$ cat config.mk
export PLATFORM = sky130hd
export DESIGN_NAME = pgf_ctrl
export DESIGN_NICKNAME = d
export VERILOG_FILES = /design/src/hdl/pgf_pkg.sv /design/src/hdl/pgf_ctrl.sv
export SDC_FILE = /design/constraint.sdc
export NUM_CORES = 1
export LEC_CHECK = 0
export BUFFER_PORTS_ARGS = -buffer_cell sky130_fd_sc_hd__buf_4
export CAP_MARGIN = 40
export CORE_AREA = 2 2 39 41
export CTS_CLUSTER_SIZE = 14
export DETAILED_ROUTE_END_ITERATION = 10
export DIE_AREA = 0 0 41 43
export PLACE_DENSITY = 0.3
export RECOVER_POWER = 100
export REMOVE_ABC_BUFFERS = 1
export SYNTH_ARGS = -nofsm -noshare
export SYNTH_HDL_FRONTEND = slang
export SYNTH_SLANG_ARGS = --single-unit
$ cat constraint.sdc
create_clock -name clk -period 1 [get_ports clk]
set_input_delay 0.1 -clock clk [delete_from_list [all_inputs] [get_ports clk]]
set_output_delay 0.1 -clock clk [all_outputs]
set_load 0.02 [all_outputs]
$ cat src/hdl/pgf_pkg.sv
// pgf_pkg: shared types and constants of the packed gray framebuffer
// no dependencies; imported by the controller, the datapath and the top level

package pgf_pkg;

    // default geometry
    localparam int ROWS_DEF          = 128;
    localparam int ROW_STRIDE_DEF    = 258;
    localparam int PACKED_STRIDE_DEF = 86;

    // field widths fixed by the interface
    localparam int X_W     = 9;
    localparam int Y_W     = 7;
    localparam int SHADE_W = 8;
    localparam int WIDX_W  = 14;
    localparam int WORD_W  = 32;

    // divide by three: x / 3 == (x * 683) >> 11 for any 9-bit x
    localparam int DIV3_MUL   = 683;
    localparam int DIV3_SHIFT = 11;
    localparam int DIV3_W     = 19;
    localparam int QUOT_W     = 8;

    // packed-format byte masks
    localparam logic [7:0] MASK_LANE0 = 8'h3F;
    localparam logic [7:0] MASK_LANE1 = 8'hE7;
    localparam logic [7:0] MASK_LANE2 = 8'hFC;
    localparam logic [7:0] FILL_BITS  = 8'h24;

    // pixel format codes
    localparam logic FMT_PACKED = 1'b0;
    localparam logic FMT_LINEAR = 1'b1;

    typedef enum logic [1:0] {
        ACT_WRITE = 2'd0,
        ACT_READ  = 2'd1,
        ACT_CLEAR = 2'd2,
        ACT_NONE  = 2'd3
    } action_t;

    typedef enum logic [1:0] {
        ST_CLEAR,
        ST_IDLE,
        ST_ISSUE,
        ST_FINISH
    } state_t;

    // controller to datapath
    typedef struct packed {
        logic load;
        logic issue;
        logic finish;
        logic clear_start;
        logic clear_step;
    } pgf_cmd_t;

    // datapath to controller
    typedef struct packed {
        logic clear_last;
    } pgf_status_t;

endpackage

$ cat src/hdl/pgf_ctrl.sv
// pgf_ctrl: sequencing state machine of the packed gray framebuffer
// depends on pgf_pkg (state, action, command and status types)

module pgf_ctrl (
    input  logic                 clk,
    input  logic                 rst_n,
    input  logic                 start,
    input  pgf_pkg::action_t     action,
    input  pgf_pkg::pgf_status_t status,
    output pgf_pkg::pgf_cmd_t    cmd,
    output logic                 busy
);

    import pgf_pkg::*;

    state_t state_reg;
    state_t state_next;
    logic   accept;

    // items are taken while idle and in the last cycle of a write or read
    assign accept = start && ((state_reg == ST_IDLE) || (state_reg == ST_FINISH));

    always_ff @(posedge clk or negedge rst_n)
    begin
        if (!rst_n)
        begin
            state_reg <= ST_CLEAR;
        end
        else
        begin
            state_reg <= state_next;
        end
    end

    always_comb
    begin
        state_next = state_reg;
        unique case (state_reg)
            ST_CLEAR:
            begin
                if (status.clear_last)
                begin
                    state_next = ST_IDLE;
                end
            end
            ST_ISSUE:
            begin
                state_next = ST_FINISH;
            end
            ST_IDLE, ST_FINISH:
            begin
                state_next = ST_IDLE;
                if (accept)
                begin
                    unique case (action) inside
                        ACT_WRITE, ACT_READ: state_next = ST_ISSUE;
                        ACT_CLEAR:           state_next = ST_CLEAR;
                        default:             state_next = ST_IDLE;
                    endcase
                end
            end
            default:
            begin
                state_next = ST_IDLE;
            end
        endcase
    end

    always_comb
    begin
        cmd.load        = accept;
        cmd.issue       = (state_reg == ST_ISSUE);
        cmd.finish      = (state_reg == ST_FINISH);
        cmd.clear_start = accept && (action == ACT_CLEAR);
        cmd.clear_step  = (state_reg == ST_CLEAR);
        busy            = (state_reg == ST_CLEAR) || (state_reg == ST_ISSUE);
    end

endmodule

==> results.cfg <==
[clock_tree]
clk_pin_slew_ns = 0.03
cts_tree = built
htreeDepth = 1
cts_made_buffers = 3
clkLatencyLatePin_ns = 0.22
cts_num_sinks = 2
cts_root_buf = clkbuf_4
clock_path_buffers = 2

[timing]
setup_viol = 6
fin_setup_tns_ns = -0.371
max_freq_mhz = 897
fin_skew_ns = 0.00196
fin_ws_ns = -0.114
slew_headroom_pct = 89.8
fin_crit_sh_pct = 111
rsz0062_at_grt = yes
final_hold_viol_count = 0
layout_min_cycle_time_ns = 1.11
drv_slew = 0
worst_slew_pin_slew_ns = 0.151

[layout]
drive_above_1_share_pct = 65.6
nets = 40
fin_area_um2 = 293
instances_no_fill = 48
syn_to_final_growth_pct = 139
utilization_pct = 21.2
layout_common_cells = buf_4 (12), clkbuf_4 (3), inv_1 (2), buf_6 (2)
layout_commonest_cell = buf_4
antenna_cells = 0

[power_and_ir_drop]
total_leakage_power_nw = 0.150
powerDensity_nw_per_um2 = 1620
peakVddDrop_uv = 383

[placed_design]
place_area_um2 = 218
dp.cells = 40
io_buffer_count = 11
gp_congestion = 0.574

[die]
initial_core_util_pct = 8.86
dieArea_um2 = 1760
die_w_um = 41
core_area_um2 = 1380
top_level_ports = 12
die_h_um = 43
row_count = 14

[yosys]
synth_cells = 14
synth.avg_cell_area_um2 = 8.76
ys_seq_elements = 2
synth_area_um2 = 123
yosysWarnings = 0
ys_types = 12
synth_seq_area_share_pct = 40.8

[outcome]
status = finished with violations
violations = setup timing

[global_routing]
grt_util_all_layers_pct = 6.02
grt_antenna_before_repair = 0
grt_pass1_vias = 170
grt_pass1_wl_um = 648
grt_start_max_net_pins = 8
grt_overflow = 0

[worst_setup_path]
cpPeakStageDelay_ns = 0.42
critPathMaxFanout = 6
critPathSlowestCell = dfrtp_2
end_kind = output pin
crit_path_start_kind = flop
path_buf_inv = 1
worstSetupPathType = reg -> out
crit_arrival_ns = 1.01
worst_path_dominant_cell_family = flip-flops
cp_cell_sequence = nand2_4 -> nor3b_2 -> buf_4
required_ns = 0.90

[routing]
finalWirelength_um = 413
wl_per_cell_um = 8.60
drt_pass1_iterations = 2
drt_iter0_markers = 3
viasPerCell = 3.31
via_count = 159
detail-route-antenna-nets = 0
drcViolationCount = 0

[worst_hold_path]
hold_class = in -> reg

[job]
max-cap-violations = 0
Yosys cell counts:
library cell	n	area share (%)
dfrtp_1	2	41
inv_1	2	6.1
a31oi_1	1	5.1
and2_1	1	5.1
buf_4	1	6.1
nand2_1	1	3.1
nand2_2	1	5.1
nor2_1	1	3.1
nor2b_1	1	5.1
nor3_1	1	4.1
nor3b_2	1	10
o21bai_1	1	6.1
timing repair:
action | 4_1_cts | 5_1_grt
buffers inserted | 3 | 2
pin swaps | 0 | 2
resized for setup | 2 | 3
hold endpoints to repair | 2 | 0
hold buffers | 1 | 0
endpoints found under the setup margin | 5 | 6
routing by layer:
| layer | GRT usage, % | part of all wire, % | up-vias | routed length [µm] |
|---|---|---|---|---|
| met5 | 0 | 0 | - | 0 |
| met4 | 6.00 | 2.9 | 0 | 12 |
| met3 | 5.76 | 17 | 2 | 72 |
| met2 | 5.94 | 38 | 14 | 156 |
| met1 | 6.73 | 41 | 61 | 171 |
| li1 | - | - | 82 | - |
cell type report:
type | instances | area, µm²
flip-flops and latches | 2 | 51.3
clock buffers | 3 | 22.5
inverters | 2 | 7.51
multi-input cells | 9 | 65.1
repair buffers | 16 | 126
well taps | 16 | 20.0
fillers | 166 | 1090
stage by stage:
| step | power [W] | hold WS [ns] | setup slack [ns] |
|---|---|---|---|
| 6_report | 0.000473 | 0.0685 | -0.114 |
| 5_1_grt | 0.000515 | 0.0773 | -0.169 |
| 4_1_cts | 0.000469 | 0.0687 | -0.138 |
| 3_5_place_dp | 0.000249 | -0.116 | 0.0607 |
| 3_3_place_gp | 0.000247 | -0.117 | 0.0731 |
| 2_1_floorplan | 0.000178 | -0.196 | -0.0147 |
report_power, final:
part           total, W  switching [W]  leakage, nW  internal (W)
Sequential     0.000114      0.0000191       0.0230     0.0000953
Clock          0.000179      0.0000462       0.0138      0.000132
Combinational  0.000181      0.0000812        0.113     0.0000993
path summary, 6_finish.rpt:
kind / slack, ns / depth (start not counted) / endpoint / startpoint
min: 0.07 / 2 / flop / action[1]
max in group asynchronous: 0.66 / 2 / state_reg[0]$_DFFE_PN0P_ / rst_n
min in group asynchronous: 0.20 / 2 / state_reg[0]$_DFFE_PN0P_ / rst_n
max reg2reg: -0.05 / 5 / flop / state_reg[0]$_DFFE_PN0P_
min reg2reg: 0.59 / 2 / state_reg[0]$_DFFE_PN0P_ / flop
max: -0.11 / 3 / cmd[1] / state_reg[0]$_DFFE_PN0P_
kinds of logic (layout without fill, tap and decap cells):
family	Yosys count	count (layout)	synth area share, %
buf+inv	3	21	12.2
simple gates	7	7	35.7
flops	2	2	40.8
compound gates	2	2	11.2
Note: power is estimated with default switching activity, not from simulation.
